## config.mk

```make
export PLATFORM = sky130hd
export DESIGN_NAME = hsv_chroma_key_mask_unit
export DESIGN_NICKNAME = d
export VERILOG_FILES = /design/src/rtl/hckm_pkg.sv /design/src/rtl/hckm_cfg_regs.sv /design/src/rtl/hckm_key_calc.sv /design/src/rtl/hsv_chroma_key_mask_unit.sv
export SDC_FILE = /design/constraint.sdc
export NUM_CORES = 1
export LEC_CHECK = 0
export ABC_AREA = 1
export BUFFER_PORTS_ARGS = -buffer_cell sky130_fd_sc_hd__buf_2
export CORE_MARGIN = 3
export CORE_UTILIZATION = 56
export CTS_CLUSTER_DIAMETER = 30
export CTS_CLUSTER_SIZE = 14
export DETAILED_ROUTE_END_ITERATION = 12
export PLACE_DENSITY = 0.73
export SYNTH_ARGS = -nofsm -noshare
export SYNTH_HDL_FRONTEND = slang
export SYNTH_SLANG_ARGS = --single-unit
```

## constraint.sdc

```tcl
create_clock -name clk -period 19.29 [get_ports clk]
set_input_delay 0.9645 -clock clk [delete_from_list [all_inputs] [get_ports clk]]
set_output_delay 0.9645 -clock clk [all_outputs]
set_load 0.01 [all_outputs]
```

## src/rtl/hckm_pkg.sv

```systemverilog
// Shared types, constants and register indexes for the HSV chroma key mask unit.
package hckm_pkg;

    localparam int unsigned CHAN_W    = 8;
    localparam int unsigned HUE_W     = 9;
    localparam int unsigned SAT_W     = 10;
    localparam int unsigned CFG_IDX_W = 2;
    localparam int unsigned CFG_DAT_W = 10;
    localparam int unsigned HN_W      = 17;
    localparam int unsigned SATP_W    = 18;

    localparam logic [HN_W-1:0]   DEG_60   = HN_W'(60);
    localparam logic [HN_W-1:0]   DEG_120  = HN_W'(120);
    localparam logic [HN_W-1:0]   DEG_240  = HN_W'(240);
    localparam logic [HN_W-1:0]   DEG_360  = HN_W'(360);
    localparam logic [SATP_W-1:0] PERMILLE = SATP_W'(1000);

    localparam logic [CHAN_W-1:0] ALPHA_OPAQUE = 8'd255;
    localparam logic [CHAN_W-1:0] ALPHA_CLEAR  = 8'd0;

    localparam logic [HUE_W-1:0] HUE_LOW_RESET  = 9'd110;
    localparam logic [HUE_W-1:0] HUE_HIGH_RESET = 9'd160;
    localparam logic [SAT_W-1:0] SAT_MIN_RESET  = 10'd100;

    typedef enum logic [CFG_IDX_W-1:0] {
        REG_HUE_LOW  = 2'd0,
        REG_HUE_HIGH = 2'd1,
        REG_SAT_MIN  = 2'd2
    } cfg_idx_t;

    typedef struct packed {
        logic [HUE_W-1:0] hue_low;
        logic [HUE_W-1:0] hue_high;
        logic [SAT_W-1:0] sat_min_permille;
    } cfg_t;

    typedef struct packed {
        logic [CHAN_W-1:0] blue;
        logic [CHAN_W-1:0] green;
        logic [CHAN_W-1:0] red;
    } rgb_t;

    typedef struct packed {
        logic [CHAN_W-1:0] alpha;
        logic [CHAN_W-1:0] blue;
        logic [CHAN_W-1:0] green;
        logic [CHAN_W-1:0] red;
    } rgba_t;

endpackage

```

## src/rtl/hckm_cfg_regs.sv

```systemverilog
// Configuration register file for the key limits.
module hckm_cfg_regs
(
    input  logic                             clk,
    input  logic                             rst_n,
    input  logic                             cfg_valid,
    output logic                             cfg_ready,
    input  logic [hckm_pkg::CFG_IDX_W-1:0]   cfg_addr,
    input  logic [hckm_pkg::CFG_DAT_W-1:0]   cfg_data,
    output hckm_pkg::cfg_t                   cfg
);

    hckm_pkg::cfg_t cfg_reg;
    hckm_pkg::cfg_t cfg_next;

    assign cfg_ready = 1'b1;
    assign cfg       = cfg_reg;

    always_comb
    begin
        cfg_next = cfg_reg;
        if (cfg_valid)
        begin
            case (cfg_addr)
                hckm_pkg::REG_HUE_LOW:
                begin
                    cfg_next.hue_low = cfg_data[hckm_pkg::HUE_W-1:0];
                end
                hckm_pkg::REG_HUE_HIGH:
                begin
                    cfg_next.hue_high = cfg_data[hckm_pkg::HUE_W-1:0];
                end
                hckm_pkg::REG_SAT_MIN:
                begin
                    cfg_next.sat_min_permille = cfg_data[hckm_pkg::SAT_W-1:0];
                end
                default:
                begin
                    cfg_next = cfg_reg;
                end
            endcase
        end
    end

    always_ff @(posedge clk or negedge rst_n)
    begin
        if (!rst_n)
        begin
            cfg_reg.hue_low          <= hckm_pkg::HUE_LOW_RESET;
            cfg_reg.hue_high         <= hckm_pkg::HUE_HIGH_RESET;
            cfg_reg.sat_min_permille <= hckm_pkg::SAT_MIN_RESET;
        end
        else
        begin
            cfg_reg <= cfg_next;
        end
    end

endmodule

```

## src/rtl/hckm_key_calc.sv

```systemverilog
// Hue and saturation key decision for one pixel, combinational.
module hckm_key_calc
(
    input  hckm_pkg::rgb_t   pix,
    input  hckm_pkg::cfg_t   cfg,
    output hckm_pkg::rgba_t  res
);

    logic [hckm_pkg::CHAN_W-1:0] r;
    logic [hckm_pkg::CHAN_W-1:0] g;
    logic [hckm_pkg::CHAN_W-1:0] b;
    logic [hckm_pkg::CHAN_W-1:0] mx;
    logic [hckm_pkg::CHAN_W-1:0] mn;
    logic [hckm_pkg::CHAN_W-1:0] d;
    logic [hckm_pkg::HN_W-1:0]   d_w;
    logic [hckm_pkg::HN_W-1:0]   hn;
    logic [hckm_pkg::HN_W-1:0]   lo_prod;
    logic [hckm_pkg::HN_W-1:0]   hi_prod;
    logic [hckm_pkg::SATP_W-1:0] sat_lhs;
    logic [hckm_pkg::SATP_W-1:0] sat_rhs;
    logic                        hue_ok;
    logic                        sat_ok;
    logic                        keyed;

    assign r = pix.red;
    assign g = pix.green;
    assign b = pix.blue;

    always_comb
    begin
        mx = (r > g) ? r : g;
        mx = (mx > b) ? mx : b;
        mn = (r < g) ? r : g;
        mn = (mn < b) ? mn : b;
    end

    assign d   = mx - mn;
    assign d_w = hckm_pkg::HN_W'(d);

    always_comb
    begin
        if (r == mx)
        begin
            if (g >= b)
            begin
                hn = hckm_pkg::HN_W'(g - b) * hckm_pkg::DEG_60;
            end
            else
            begin
                hn = d_w * hckm_pkg::DEG_360 - hckm_pkg::HN_W'(b - g) * hckm_pkg::DEG_60;
            end
        end
        else if (g == mx)
        begin
            hn = d_w * hckm_pkg::DEG_120 + hckm_pkg::HN_W'(b) * hckm_pkg::DEG_60
                 - hckm_pkg::HN_W'(r) * hckm_pkg::DEG_60;
        end
        else
        begin
            hn = d_w * hckm_pkg::DEG_240 + hckm_pkg::HN_W'(r) * hckm_pkg::DEG_60
                 - hckm_pkg::HN_W'(g) * hckm_pkg::DEG_60;
        end
    end

    assign lo_prod = hckm_pkg::HN_W'(cfg.hue_low) * d_w;
    assign hi_prod = hckm_pkg::HN_W'(cfg.hue_high) * d_w;
    assign sat_lhs = hckm_pkg::PERMILLE * hckm_pkg::SATP_W'(d);
    assign sat_rhs = hckm_pkg::SATP_W'(cfg.sat_min_permille) * hckm_pkg::SATP_W'(mx);

    assign hue_ok = (hn >= lo_prod) && (hn <= hi_prod);
    assign sat_ok = (sat_lhs > sat_rhs);
    assign keyed  = (d != '0) && hue_ok && sat_ok;

    always_comb
    begin
        if (keyed)
        begin
            res.red   = '0;
            res.green = '0;
            res.blue  = '0;
            res.alpha = hckm_pkg::ALPHA_CLEAR;
        end
        else
        begin
            res.red   = r;
            res.green = g;
            res.blue  = b;
            res.alpha = hckm_pkg::ALPHA_OPAQUE;
        end
    end

endmodule

```

## src/rtl/hsv_chroma_key_mask_unit.sv

```systemverilog
// Top level of the HSV chroma key mask unit: input register, key logic, output register.
//
//  port group      dir   beat contents (low bit first)
//  s_axis_*        in    tdata = red_in, green_in, blue_in
//  m_axis_*        out   tdata = red_out, green_out, blue_out, alpha_out
//  cfg_*           in    cfg_addr = register index, cfg_data = value
//
//  Beats pass the input, then the output register; one pixel a cycle unless the output stalls.
//  The key decision is one pass of compare and multiply logic between the
//  input register and the output register.
//  Reset clears both stage valid flags and loads the limits 110, 160 and 100.
//  A stalled output holds its beat; the input register keeps taking beats while empty.
module hsv_chroma_key_mask_unit
(
    input  logic                           clk,
    input  logic                           rst_n,
    input  logic                           s_axis_tvalid,
    output logic                           s_axis_tready,
    input  logic [23:0]                    s_axis_tdata,  // red_in, green_in, blue_in
    output logic                           m_axis_tvalid,
    input  logic                           m_axis_tready,
    output logic [31:0]                    m_axis_tdata,  // red_out, green_out, blue_out, alpha_out
    input  logic                           cfg_valid,
    output logic                           cfg_ready,
    input  logic [hckm_pkg::CFG_IDX_W-1:0] cfg_addr,
    input  logic [hckm_pkg::CFG_DAT_W-1:0] cfg_data
);

    hckm_pkg::cfg_t  cfg;
    hckm_pkg::rgb_t  in_pix_reg;
    hckm_pkg::rgba_t calc_res;
    hckm_pkg::rgba_t out_pix_reg;
    logic            in_valid_reg;
    logic            in_valid_next;
    logic            out_valid_reg;
    logic            out_valid_next;
    logic            out_free;
    logic            in_load;
    logic            out_load;

    hckm_cfg_regs u_cfg_regs
    (
        .clk       (clk),
        .rst_n     (rst_n),
        .cfg_valid (cfg_valid),
        .cfg_ready (cfg_ready),
        .cfg_addr  (cfg_addr),
        .cfg_data  (cfg_data),
        .cfg       (cfg)
    );

    hckm_key_calc u_key_calc
    (
        .pix (in_pix_reg),
        .cfg (cfg),
        .res (calc_res)
    );

    assign out_free      = !out_valid_reg || m_axis_tready;
    assign s_axis_tready = !in_valid_reg || out_free;
    assign in_load       = s_axis_tvalid && s_axis_tready;
    assign out_load      = in_valid_reg && out_free;

    assign in_valid_next  = in_load || (in_valid_reg && !out_free);
    assign out_valid_next = out_load || (out_valid_reg && !m_axis_tready);

    assign m_axis_tvalid = out_valid_reg;
    assign m_axis_tdata  = out_pix_reg;

    always_ff @(posedge clk or negedge rst_n)
    begin
        if (!rst_n)
        begin
            in_valid_reg  <= 1'b0;
            out_valid_reg <= 1'b0;
        end
        else
        begin
            in_valid_reg  <= in_valid_next;
            out_valid_reg <= out_valid_next;
        end
    end

    always_ff @(posedge clk)
    begin
        if (in_load)
        begin
            in_pix_reg <= hckm_pkg::rgb_t'(s_axis_tdata);
        end
        if (out_load)
        begin
            out_pix_reg <= calc_res;
        end
    end

`ifndef SYNTH
    a_keyed_is_black : assert property (@(posedge clk) disable iff (!rst_n)
        (m_axis_tvalid && (out_pix_reg.alpha == hckm_pkg::ALPHA_CLEAR))
        |-> (out_pix_reg.red == '0 && out_pix_reg.green == '0 && out_pix_reg.blue == '0))
        else $error("keyed pixel carries color");

    a_alpha_code : assert property (@(posedge clk) disable iff (!rst_n)
        m_axis_tvalid |-> (out_pix_reg.alpha == hckm_pkg::ALPHA_CLEAR
                           || out_pix_reg.alpha == hckm_pkg::ALPHA_OPAQUE))
        else $error("alpha neither clear nor opaque");

    a_full_stall : assert property (@(posedge clk) disable iff (!rst_n)
        (in_valid_reg && out_valid_reg && !m_axis_tready) |-> !s_axis_tready)
        else $error("input taken while both stages are blocked");

    a_accept_loads : assert property (@(posedge clk) disable iff (!rst_n)
        (s_axis_tvalid && s_axis_tready) |=> in_valid_reg)
        else $error("accepted beat lost at input register");

    a_cfg_hue_low : assert property (@(posedge clk) disable iff (!rst_n)
        (cfg_valid && cfg_ready && cfg_addr == hckm_pkg::REG_HUE_LOW)
        |=> (cfg.hue_low == $past(cfg_data[hckm_pkg::HUE_W-1:0])))
        else $error("hue_low write not taken");
`endif

endmodule
```

==> metrics <==
ANT cells=0; Initial Utilization=57.1%; syn_area_per_cell=8.05 sq um; Layout fillers=3475; largest stage delay on the critical path=0.76 ns; vias per std cell=5.48; routed len/inst=17.5 microns; Std-Cell Rows=71; CTS tree=built; startpoint types=flop; yosys warns=0; fin. max-slew vios=0; DRC viols=0; CTS clk-pin slew, worst paths=0.08 ns; Register Area=0.00223 sq mm; Seq/Total Area, Yosys=10.3%; first-pass GRT wire length=93.6 mm; Slew HR=28.7%; hpwl dp=47.5 mm; core area=0.0378 sq mm; Die Y=202 microns; via count=17800; Final Critical Period=13.67 ns; Clock Latency Late Sink=0.37 ns; Fin Clk Skew=0.0169 ns; vias in the first global route=18500; Total Routing Usage GR=28.5%; WP data arrival=13.75 ns; max_cap viols=0; die width=202 microns; synthesis-stage register bit count=79; footprint of the multi-input gates=0.0170 sq mm; clock sinks=79; Root Buffer=clkbuf_16; fmax=73.1 MHz; CP Data Required Time=19.37 ns; Main synth FF type=edfxtp_1; initial DRC count=1125; Tcrit/Tclk final=70.9%; port bufs=74; CTS Buffer Depth=2; Slowest-stage cell, CP=fa_1; Hold WC Path Type=reg -> reg; gpl congestion=0.924; count of final setup violators=0; DRT antenna net count=0; H-Tree Depth=3; Post-CTS Resized=0; total CTS buffers=9; status=finished, final reports clean; async set-reset flop share out of synthesis=38.0%; initial antenna violation count=0; full die area=0.0410 sq mm; number of synthesized flops with an enable pin=49; cells after synthesis=2683; unrepaired setup endpoints after global routing=false; Worst Path Class, Setup=reg -> reg; max reg flops=28; GRT Residual Overflow=0; post-CTS setup buffers=0; CP endpoint kind=flop; largest net degree at the start of global routing=31; Distinct cells, synth=57; Post-Syn Area=0.0216 sq mm; Area growth, synth to finish=5.18%; Least-Margin Pin Slew=1.07 ns; Worst Path Max Fanout=29; I/O pin count=76; post-synthesis net count=3376; setup TNS=0 ns; crit-path most repeated cell=nand2_1; DR pass1 iterations=5; final wirelength=56.9 mm; layout cell share with drive strength beyond 1=6.44%; CTS Hold Buffers Added=0; final count of hold timing violations=0; Nets=3420
worst max-delay path: cells and delay by family (launching register included):
kind / cells / cell delay [ns]
XOR/XNOR: 1 / 0.16
AO/OA/AOI/OAI: 15 / 2.41
buffers and inverters: 8 / 1.56
adder cells (fa/ha/maj): 10 / 4.01
flip-flops: 1 / 0.68
AND/OR/NAND/NOR: 24 / 4.50
area by class of cell:
| type | instances | share of cell area (%) |
|---|---|---|
| Multi-Input combinational cell | 1995 | 74.8 |
| Sequential cell | 79 | 9.83 |
| Inverter | 559 | 9.23 |
| Tap cell | 511 | 2.81 |
| Timing Repair Buffer | 83 | 1.93 |
| Clock buffer | 9 | 0.991 |
| Clock inverter | 7 | 0.380 |
routing by layer:
metal | routed length (microns) | up-vias | GRT usage (%) | share of wire (%)
met1 | 24400 | 8524 | 37.5 | 43
met2 | 26900 | 588 | 48.7 | 47
li1 | - | 8551 | - | -
met5 | 0 | - | 0 | 0
met3 | 3590 | 119 | 3.90 | 6.3
met4 | 1940 | 0 | 9.73 | 3.4
logic make-up (layout without fill, tap and decap cells):
group | Yosys count | after routing | share of synthesized area [%]
AND/OR/NAND/NOR | 820 | 820 | 15.8
adder cells (fa/ha/maj) | 652 | 652 | 47.0
buffers and inverters | 609 | 658 | 11.0
AO/OA/AOI/OAI | 374 | 374 | 9.84
XOR/XNOR | 147 | 147 | 5.96
flip-flops | 79 | 79 | 10.3
other | 1 | 1 | 0.0174
multiplexers | 1 | 1 | 0.0521
Yosys cell counts, types with 5 or more instances:
cell,number,area [sq um]
a211oi_1,6,45.0
a21o_1,13,97.6
a21oi_1,167,836
a31oi_1,10,62.6
buf_1,5,18.8
buf_4,10,75.1
buf_6,6,67.6
clkbuf_1,27,101
dfrtp_1,20,500
dfstp_2,10,263
edfxtp_1,49,1470
fa_1,266,5330
ha_1,386,4830
inv_1,548,2060
inv_2,10,37.5
nand2_1,435,1630
nand2_2,15,93.8
nand3_1,83,415
nand3_2,5,50.1
nand4_1,7,43.8
nor2_1,221,830
nor2_2,20,125
nor3_1,16,80.1
o211ai_1,13,97.6
o21ai_0,108,541
o21bai_1,27,203
o31ai_1,6,45.0
or2_2,7,43.8
xnor2_1,47,412
xor2_1,100,876
layout by cell type, fill, tap and decap left out, drive strengths merged, types with 83 or more instances in the layout:
cell	n
nand3	89
nand2	452
a21oi	170
inv	562
o21ai	111
xor2	100
fa	266
nor2	242
ha	386
buf	83
path summary, 6_finish.rpt:
check / start / slack, ns / depth (start not counted) / end
max reg2reg: in_pix_reg[13] / 5.62 / 58 / m_axis_tdata[9]
min in group asynchronous: rst_n / 0.66 / 1 / u_cfg_regs.cfg[9]
max: in_pix_reg[13] / 5.62 / 58 / m_axis_tdata[9]
min reg2reg: in_valid_reg / 0.51 / 2 / m_axis_tvalid
min: in_valid_reg / 0.51 / 2 / m_axis_tvalid
max in group asynchronous: rst_n / 18.16 / 1 / u_cfg_regs.cfg[4]
metrics by stage:
step | setup slack [ns] | instance area [sq um] | hold slack [ns] | utilization (%) | std cells
after floorplan | 8.46 | 21600 | 0.447 | - | 2683
after global placement | 6.18 | 22400 | 0.480 | 59.2 | 3227
after detailed placement | 5.81 | 22400 | 0.498 | 59.2 | 3227
after CTS | 5.78 | 22700 | 0.520 | 60.1 | 3243
after global routing | 4.51 | 22700 | 0.556 | 60.1 | 3243
final | 5.62 | 22700 | 0.509 | 60.1 | 3243
Power is not shown: default switching activity piles up to over one toggle a cycle in this logic, so the estimate is an artifact.
